===== config.mk =====
export PLATFORM = sky130hd
export DESIGN_NAME = lru_key_value_cache_core
export DESIGN_NICKNAME = d
export VERILOG_FILES = /design/src/hdl/lkv_pkg.sv /design/src/hdl/lru_key_value_cache_core.sv /design/src/hdl/lkv_match.sv /design/src/hdl/lkv_table.sv
export SDC_FILE = /design/constraint.sdc
export NUM_CORES = 2
export LEC_CHECK = 0
export ABC_AREA = 0
export BUFFER_PORTS_ARGS = -buffer_cell sky130_fd_sc_hd__buf_2
export CAP_MARGIN = 20
export CORE_MARGIN = 1.5
export CORE_UTILIZATION = 57
export CTS_CLUSTER_DIAMETER = 150
export DETAILED_ROUTE_END_ITERATION = 8
export PLACE_DENSITY = 0.77
export SLEW_MARGIN = 5
export SYNTH_ARGS = -nofsm -noshare
export SYNTH_HDL_FRONTEND = slang
export SYNTH_HIERARCHICAL = 1
export SYNTH_SLANG_ARGS = --single-unit
export TNS_END_PERCENT = 1

===== constraint.sdc =====
create_clock -name clock -period 8.38 [get_ports clock]
set_input_delay 0.838 -clock clock [delete_from_list [all_inputs] [get_ports clock]]
set_output_delay 0.838 -clock clock [all_outputs]
set_load 0.005 [all_outputs]

===== src/hdl/lkv_pkg.sv =====
`timescale 1ns / 1ps

package lkv_pkg;

   // Table geometry
   localparam int ENTRIES = 16;
   localparam int IDX_W   = (ENTRIES > 1) ? $clog2(ENTRIES) : 1;
   localparam int RANK_W  = IDX_W;
   localparam int CNT_W   = $clog2(ENTRIES + 1);

   // Item field widths
   localparam int KEY_W   = 16;
   localparam int VALUE_W = 32;
   localparam int CAP_W   = 5;

   localparam logic [CAP_W-1:0] CAP_RESET = CAP_W'(16);
   localparam logic signed [VALUE_W-1:0] MISS_VALUE = -VALUE_W'(1);

   typedef enum logic {
      CMD_GET = 1'b0,
      CMD_PUT = 1'b1
   } command_type;

   typedef struct packed {
      command_type               command;
      logic [KEY_W-1:0]          key;
      logic signed [VALUE_W-1:0] value;
   } req_type;

   typedef struct packed {
      logic                      found;
      logic signed [VALUE_W-1:0] read_value;
   } rsp_type;

   // Result of the parallel compare over all entries
   typedef struct packed {
      logic              hit;
      logic [IDX_W-1:0]  hit_idx;
      logic [RANK_W-1:0] hit_rank;
      logic [IDX_W-1:0]  free_idx;
      logic [IDX_W-1:0]  victim_idx;
   } match_type;

   // Occupancy seen by the top level
   typedef struct packed {
      logic [ENTRIES-1:0] valid;
      logic [CNT_W-1:0]   count;
   } status_type;

endpackage


===== src/hdl/lru_key_value_cache_core.sv =====
`timescale 1ns / 1ps

// Fully associative key/value cache, least recently used replacement.
// Request channel (req_valid, req_stall, req_data): a get looks up a key,
// a put updates a present key or inserts it, evicting the least recent
// entry once the entry count has reached the capacity.
// Response channel (rsp_valid, rsp_stall, rsp_data): one item per get,
// carrying found and the stored value (-1 on a miss); puts give none.
// Config channel (csr_valid, csr_ready, csr_data): writes the capacity,
// 0 acts as 1 and values above the table depth act as the depth. Write it
// only while no request is in flight.
// A get is held in the request register, looked up from there, and its
// result is registered in the response register.
// Throughput: one request per cycle while req_stall is low; the compare
// over all entries and the recency update run from the request register.
// Reset empties the table and sets the capacity to 16; no clearing pass.
// A stalled response holds; a following get then waits in the request
// register and req_stall rises, while puts keep flowing.
module lru_key_value_cache_core (
   input  logic                        clock,
   input  logic                        reset,
   input  logic                        req_valid,
   output logic                        req_stall,
   input  lkv_pkg::req_type            req_data,
   output logic                        rsp_valid,
   input  logic                        rsp_stall,
   output lkv_pkg::rsp_type            rsp_data,
   input  logic                        csr_valid,
   output logic                        csr_ready,
   input  logic [lkv_pkg::CAP_W-1:0]   csr_data
);
   import lkv_pkg::*;

   logic             in_valid_ff, in_valid_in;
   req_type          in_item_ff;
   logic             rsp_valid_ff, rsp_valid_in;
   rsp_type          rsp_item_ff;
   logic [CAP_W-1:0] capacity_ff, capacity_in;
   logic [CNT_W-1:0] eff_cap;
   logic             process;
   logic             is_get;
   rsp_type          table_rsp;
   status_type       status;

   lkv_table u_table (
      .clock   (clock),
      .reset   (reset),
      .apply   (process),
      .req     (in_item_ff),
      .eff_cap (eff_cap),
      .rsp     (table_rsp),
      .status  (status)
   );

   // Capacity register
   assign csr_ready   = 1'b1;
   assign capacity_in = (csr_valid && csr_ready) ? csr_data : capacity_ff;

   always_comb begin
      if (capacity_ff == '0) begin
         eff_cap = CNT_W'(1);
      end else if (int'(capacity_ff) > ENTRIES) begin
         eff_cap = CNT_W'(ENTRIES);
      end else begin
         eff_cap = CNT_W'(capacity_ff);
      end
   end

   // Process the held item unless a get would overrun a stalled response
   assign is_get    = (in_item_ff.command == CMD_GET);
   assign process   = in_valid_ff && (!is_get || !rsp_valid_ff || !rsp_stall);
   assign req_stall = in_valid_ff && !process;

   assign in_valid_in  = req_stall ? in_valid_ff : req_valid;
   assign rsp_valid_in = (process && is_get) ? 1'b1 :
                         (rsp_stall ? rsp_valid_ff : 1'b0);

   // Control registers
   always_ff @(posedge clock) begin
      if (reset) begin
         in_valid_ff  <= 1'b0;
         rsp_valid_ff <= 1'b0;
         capacity_ff  <= CAP_RESET;
      end else begin
         in_valid_ff  <= in_valid_in;
         rsp_valid_ff <= rsp_valid_in;
         capacity_ff  <= capacity_in;
      end
   end

   // Load the request register on accept, the response register on a get
   always_ff @(posedge clock) begin
      if (req_valid && !req_stall) begin
         in_item_ff <= req_data;
      end
      if (process && is_get) begin
         rsp_item_ff <= table_rsp;
      end
   end

   assign rsp_valid = rsp_valid_ff;
   assign rsp_data  = rsp_item_ff;

   // Request side stalls only behind a held response
   a_stall_cause: assert property (@(posedge clock) disable iff (reset)
      req_stall |-> (rsp_valid_ff && rsp_stall))
      else $error("request stalled without a held response");

   // Every processed get shows a response next cycle
   a_get_response: assert property (@(posedge clock) disable iff (reset)
      (process && is_get) |=> rsp_valid)
      else $error("processed get gave no response");

   // Entry count tracks the valid bits
   a_count_match: assert property (@(posedge clock) disable iff (reset)
      $countones(status.valid) == int'(status.count))
      else $error("entry count differs from valid bits");

   // A stalled get blocks a new response from overwriting the held one
   a_hold_response: assert property (@(posedge clock) disable iff (reset)
      (rsp_valid && rsp_stall) |=> (rsp_valid && $stable(rsp_data)))
      else $error("held response changed");

endmodule


===== src/hdl/lkv_match.sv =====
`timescale 1ns / 1ps

module lkv_match (
   input  logic [lkv_pkg::ENTRIES-1:0]                     valid,
   input  logic [lkv_pkg::ENTRIES-1:0][lkv_pkg::KEY_W-1:0]  keys,
   input  logic [lkv_pkg::ENTRIES-1:0][lkv_pkg::RANK_W-1:0] ranks,
   input  logic [lkv_pkg::CNT_W-1:0]                       count,
   input  logic [lkv_pkg::KEY_W-1:0]                       key,
   output lkv_pkg::match_type                              match
);
   import lkv_pkg::*;

   logic [CNT_W-1:0] last_rank;

   // Oldest valid entry carries rank count-1
   assign last_rank = count - CNT_W'(1);

   // Compare every entry at once; the lowest index wins each search
   always_comb begin
      match = '0;
      for (int i = ENTRIES - 1; i >= 0; i--) begin
         if (valid[i] && keys[i] == key) begin
            match.hit      = 1'b1;
            match.hit_idx  = IDX_W'(i);
            match.hit_rank = ranks[i];
         end
         if (!valid[i]) begin
            match.free_idx = IDX_W'(i);
         end
         if (valid[i] && CNT_W'(ranks[i]) == last_rank) begin
            match.victim_idx = IDX_W'(i);
         end
      end
   end

endmodule


===== src/hdl/lkv_table.sv =====
`timescale 1ns / 1ps

module lkv_table (
   input  logic                       clock,
   input  logic                       reset,
   input  logic                       apply,
   input  lkv_pkg::req_type           req,
   input  logic [lkv_pkg::CNT_W-1:0]  eff_cap,
   output lkv_pkg::rsp_type           rsp,
   output lkv_pkg::status_type        status
);
   import lkv_pkg::*;

   logic [ENTRIES-1:0]                   valid_ff, valid_in;
   logic [ENTRIES-1:0][KEY_W-1:0]        key_ff;
   logic [ENTRIES-1:0][VALUE_W-1:0]      value_ff;
   logic [ENTRIES-1:0][RANK_W-1:0]       rank_ff, rank_in;
   logic [CNT_W-1:0]                     count_ff, count_in;

   match_type        match;
   logic             is_put;
   logic             do_insert;
   logic             do_ranks;
   logic             do_write;
   logic [IDX_W-1:0] target;
   logic [CNT_W-1:0] threshold;

   lkv_match u_match (
      .valid (valid_ff),
      .keys  (key_ff),
      .ranks (rank_ff),
      .count (count_ff),
      .key   (req.key),
      .match (match)
   );

   assign is_put = (req.command == CMD_PUT);

   // Pick the slot to touch and the rank below which entries age
   always_comb begin
      do_insert = 1'b0;
      do_ranks  = 1'b0;
      do_write  = 1'b0;
      target    = match.hit_idx;
      threshold = CNT_W'(match.hit_rank);
      if (match.hit) begin
         do_ranks = 1'b1;
         do_write = is_put;
      end else if (is_put) begin
         do_ranks = 1'b1;
         do_write = 1'b1;
         if (count_ff < eff_cap) begin
            do_insert = 1'b1;
            target    = match.free_idx;
            threshold = count_ff;
         end else begin
            target    = match.victim_idx;
            threshold = count_ff - CNT_W'(1);
         end
      end
   end

   // Age the more recent entries and make the target the most recent
   always_comb begin
      valid_in = valid_ff;
      rank_in  = rank_ff;
      count_in = count_ff;
      if (apply && do_ranks) begin
         for (int i = 0; i < ENTRIES; i++) begin
            if (valid_ff[i] && CNT_W'(rank_ff[i]) < threshold) begin
               rank_in[i] = rank_ff[i] + RANK_W'(1);
            end
         end
         rank_in[target] = '0;
      end
      if (apply && do_insert) begin
         valid_in[target] = 1'b1;
         count_in         = count_ff + CNT_W'(1);
      end
   end

   // Advance control state
   always_ff @(posedge clock) begin
      if (reset) begin
         valid_ff <= '0;
         rank_ff  <= '0;
         count_ff <= '0;
      end else begin
         valid_ff <= valid_in;
         rank_ff  <= rank_in;
         count_ff <= count_in;
      end
   end

   // Store key and value of a put
   always_ff @(posedge clock) begin
      if (apply && do_write) begin
         key_ff[target]   <= req.key;
         value_ff[target] <= req.value;
      end
   end

   // Form the lookup result
   always_comb begin
      rsp.found      = match.hit;
      rsp.read_value = match.hit ? signed'(value_ff[match.hit_idx]) : MISS_VALUE;
   end

   assign status.valid = valid_ff;
   assign status.count = count_ff;

endmodule


* Yosys cells after proc, flatten, opt, wreduce, memory -nomap -nowiden
Cells that the tools add are included.
Operators by class: add/subtract/negate cells 18, magnitude comparators 21, eq/ne operators 33, multiplexer cells 108, bitwise operators 4, reduce and logical (&&, ||, !) cells 63
Operators with widths (number):
- bitwise mux 512 bit | 1
- 2-to-1 mux 4 bit | 68
- bitwise mux 256 bit | 1
- == test 16 bit | 16
- 2-to-1 mux 9 bit | 16
- binary-select mux 32 bit (select 4 bit) | 1
- demux 32 bit (select 4 bit) | 1
- == test 4 x 5 -> 1 bit | 16
- less-than comparator 4 x 5 -> 1 bit | 16
- adder 4 x 1 -> 4 bit (second input constant) | 16
- bitwise AND 64 bit | 1
- demux 16 bit (select 4 bit) | 1
- 2-to-1 mux 32 bit | 2
- NOT 64 bit | 1
- logical AND 1 bit | 56
- 2-to-1 mux 5 bit | 5
- demux 4 bit (select 4 bit) | 1
- 2-to-1 mux 16 bit | 1
- bitwise OR 16 bit | 1
- less-than comparator 4 x 5 -> 1 bit (second input constant) | 2
- 2-to-1 mux 1 bit | 9
- adder 5 x 1 -> 5 bit (second input constant) | 1
- > comparator 5 bit (second input constant) | 1
- logical NOT 5 bit | 1
- other kinds (8) | 12
Storage, ports and cells: bits in registers 942, input bits 59

* Longest topological paths before layout
depth after elaboration 28, mapped depth 22, gate-level depth less buffers 18

* By module
Netlist, hierarchy kept.
Modules (own cells, without submodules):
- lkv_table | instances 1, cells each 1716, area an instance 32920.3 µm²
- lkv_match | instances 1, cells each 709, area an instance 5099.9 µm²
- lru_key_value_cache_core | instances 1, cells each 119, area an instance 2781.4 µm²

* Worst setup path before layout
OpenSTA, ideal clock, no wires.
path type reg2reg, start register u_table/count_ff[0] (netlist name), end register u_table/key_ff[64] (netlist name), enable pin, setup time 523 ps, data arrival time 7587 ps, data required time 7857 ps, path slack 270 ps, cell stages (with the launch flop) 18, path buffers 3, period minus slack after synthesis 8110 ps, path through dfxtp_1 > buf_2 > buf_1 > inv_1 > ha_1 > xnor2_1 > buf_2 > xnor2_1 > nor4_1 > nand2b_1 > nand3b_1 > a21bo_1 > a211oi_1 > o22ai_1 > nor3_1 > nor3_1 > or3_1 > nor3b_1
RTL lines:
- end signal: indexed assignment | line lkv_table.sv:98 | key_ff[target] <= req.key;
- end: declaration | line lkv_table.sv:15 | logic [ENTRIES-1:0][KEY_W-1:0] key_ff;

==> out/qor.yml <==
grt_use_met3_pct: 4.86
dp_hpwl_um: 62500
gr-usage-met1_pct: 40.1
power.net_switching_uw: 2040
dp_slack_ns: 1.45
finClkSkew_ns: 0.0551
cap_viol_max_count: 0
ant_nets: 0
dp.cells: 3530
die_area_um2: 73200
die_w_um: 271
grt_util_met2_pct: 47.3
required_ns: 8.71
die_h_um: 271
grt.overflow.total: 0
end_kind: "flip-flop"
peakVddDrop_mv: 0.174
io_buffers: 93
clk_latency_ns: 0.67
powerDensity_nw_per_um2: 210
grt_pass1_wl_um: 158000
synth_area_per_cell_um2: 16.0
layout_commonest_cell: "edfxtp_1"
tightest_slew_ns: 1.14
power_frac_comb_pct: 3.3
drv_slew: 0
avgViaCountPerCell: 6.51
start_util_pct: 58.0
cts_buffers: 93
rr_worst_depth: 17
rr_endpoint: "u_table/value_ff[330]$_DFFE_PP_"
seqPwrFrac_pct: 54.4
start_kind: "flip-flop"
synth_edf_count: 850
cp_max_fo: 38
reg2reg_slack_ns: 1.35
whs_endpoint: "in_item_ff[28]$_DFFE_PP_"
switching_share_pct: 21.3
io_pins: 95
cts_setup_buffers: 0
yosysSeqAreaShare_pct: 67.1
rsz0062_at_grt: "false"
clockBufferDepth: 3
antenna_found_initial: 0
layout_setup_ws_ns: 1.35
dpl-instance-area_um2: 42600
clock-root-buffer: "clkbuf_16"
hold_class: "in2reg"
dr.pass1.iters: 6
crit_arrival_ns: 7.37
nets: 2800
cts_hold_buf: 0
clkSinkCount: 942
num-fill-cells: 4730
ys_ff_latch: 942
drive_gt1_share_pct: 19.7
netlist_instances: 2544
final_design_area_no_fill_um2: 45600
grt_max_degree: 94
syn_nets: 2658
min-delay-start: "req_data[28]"
grt_pass1_vias: 24400
path_class: "reg2reg"
syn_area_um2: 40800
p_int_uw: 7540
outcome: "finished, final reports clean"
htree_num_levels: 3
fin_setup_tns_ns: 0
ctsResizeCount: 0
synthFlopType: "edfxtp_1"
timing.fmax_mhz: 142
setup_viol: 0
cellLeakagePower_uw: 0.0146
busiest_layer: "met2"
vias: 24100
p_clk_share_pct: 42.3
cts_tree: "done"
synthDistinctLibCells: 93
finalHoldViolCount: 0
syn_to_final_growth_pct: 11.8
period_needed_ns: 7.03
coreArea_um2: 70400
instances_no_fill: 3701
wl_um: 106000
max_slew_margin_pct: 24.0
hold_path_depth: 1
final_cell_mix: "850 x edfxtp_1, 210 x xnor2_1, 160 x mux4_2"
gp_congestion: 0.990
rows: 97
drc: 0
async_flop_share_pct: 0
timing.final.crit_share_pct: 83.9
routedWlPerCell_um: 28.6
drt-initial-drc-count: 3229
antennaDiodeCount: 0
track_usage_pct: 29.2
yosysWarnings: 6
path_clk_slew_ns: 0.06
regToRegStartpoint: "in_item_ff[35]$_DFFE_PP_"
==> layout make-up <==
type	instances	area [um^2]	share of cell area [%]
inverters	48	180	0.395
clock inverters	52	507	1.11
flip-flops and latches	942	27400	60.0
repair buffers	164	1070	2.34
clock buffers	118	2450	5.37
multi-input cells	1437	12900	28.2
well taps	940	1180	2.58
==> power groups by stage <==
stage / logic, uW / registers, uW / clock network (uW)
6_report: 316 / 5210 / 4050
5_1_grt: 338 / 5220 / 4270
4_1_cts: 313 / 5210 / 4100
3_5_place_dp: 309 / 5310 / 0
3_3_place_gp: 302 / 5300 / 0
2_1_floorplan: 213 / 5280 / 0
==> worst max-delay path, stage by stage (launching register included) <==
cell and delay (ns):
edfxtp_1 0.74, buf_4 0.48, xor2_1 0.32, nor3_1 0.12
nand4_1 0.18, nor3_2 0.11, or2_2 0.32, nor3_1 0.36
and2_1 0.24, nand3_2 0.13, buf_4 0.37, nor2b_2 0.84
and3_1 0.27, a311oi_1 0.06, nor3_1 0.74, nand2_1 0.24
nor2_4 0.73, buf_4 0.43
==> sequential cells by signal, summed over array words and instances (netlist names) <==
register          flops
u_table/value_ff    512
in_item_ff           49
rsp_valid             1
u_table/count_ff      5
capacity_ff           5
in_valid_ff           1
rsp_data             33
u_table/key_ff      256
u_table/valid_ff     16
u_table/rank_ff      64
==> stage by stage <==
step	hold WS, ns	utilization (%)	total power (uW)
global route	0.312	64.8	9820
finish	0.336	64.8	9580
CTS	0.310	64.8	9630
detailed placement	0.502	60.6	5620
floorplan	0.460	-	5500
global placement	0.485	60.6	5610
==> worst max path at each step <==
| stage | start | endpoint | slack [ns] | cells past startpoint |
|---|---|---|---|---|
| final | in_item_ff[35]$_DFFE_PP_ | u_table/value_ff[330]$_DFFE_PP_ | 1.35 | 17 |
| after CTS | in_item_ff[35]$_DFFE_PP_ | u_table/value_ff[62]$_DFFE_PP_ | 1.43 | 16 |
| after detailed placement | in_item_ff[35]$_DFFE_PP_ | u_table/value_ff[333]$_DFFE_PP_ | 1.45 | 17 |
| after global routing | in_item_ff[35]$_DFFE_PP_ | u_table/value_ff[330]$_DFFE_PP_ | 1.02 | 17 |
| after global placement | in_item_ff[35]$_DFFE_PP_ | u_table/value_ff[56]$_DFFE_PP_ | 1.71 | 14 |
| after floorplan | u_table/count_ff[0]$_SDFFE_PP0P_ | u_table/key_ff[64]$_DFFE_PP_ | 0.27 | 17 |
==> cell families (layout without fill, tap and decap cells) <==
| kind of cell | after synthesis | count (layout) | share of synthesized area (%) |
|---|---|---|---|
| compound gates | 298 | 298 | 5.09 |
| xor+xnor | 347 | 347 | 7.47 |
| fa+ha+maj | 55 | 55 | 1.69 |
| buf+inv | 165 | 382 | 1.82 |
| flops | 942 | 942 | 67.1 |
| mux | 183 | 183 | 9.43 |
| other cells | 1 | 1 | 0.00919 |
| simple gates | 553 | 553 | 7.43 |
==> routing by layer <==
metal  routed length, um  vias to the layer above
met1               41000                    12300
li1                    -                    10200
met3                9810                      255
met2               51200                     1429
met5                   0                        -
met4                3960                        0
==> cell usage after synthesis (8+ instances only) <==
library cell  number  area share, %
ha_1              55            1.7
a211oi_1           9           0.17
buf_2             40           0.49
edfxtp_1         850             63
a21oi_2            9           0.19
mux2i_1           18           0.44
dfxtp_1           92            4.5
nand2_1           96           0.88
and2_1            10           0.15
or4_1             15           0.28
nor2b_1           12           0.18
xnor2_1          211            4.5
nor3_1            46           0.56
a21oi_1           81           0.99
o21ai_0           53           0.65
nor4_1            24           0.37
inv_1             45           0.41
xor2_1           135            2.9
nand3b_1           8           0.15
mux4_2           160            8.8
buf_1             13           0.12
or3_1             37           0.57
nand2b_1          53           0.81
o211ai_1          10           0.18
nand3_1           50           0.61
nand4_1           63           0.97
clkbuf_1          51           0.47
o21ai_1           11           0.13
a31oi_1           14           0.21
o21a_1            14           0.26
nor2_1            93           0.86
o22ai_1           10           0.15
Power figures use the tool's default switching activity.
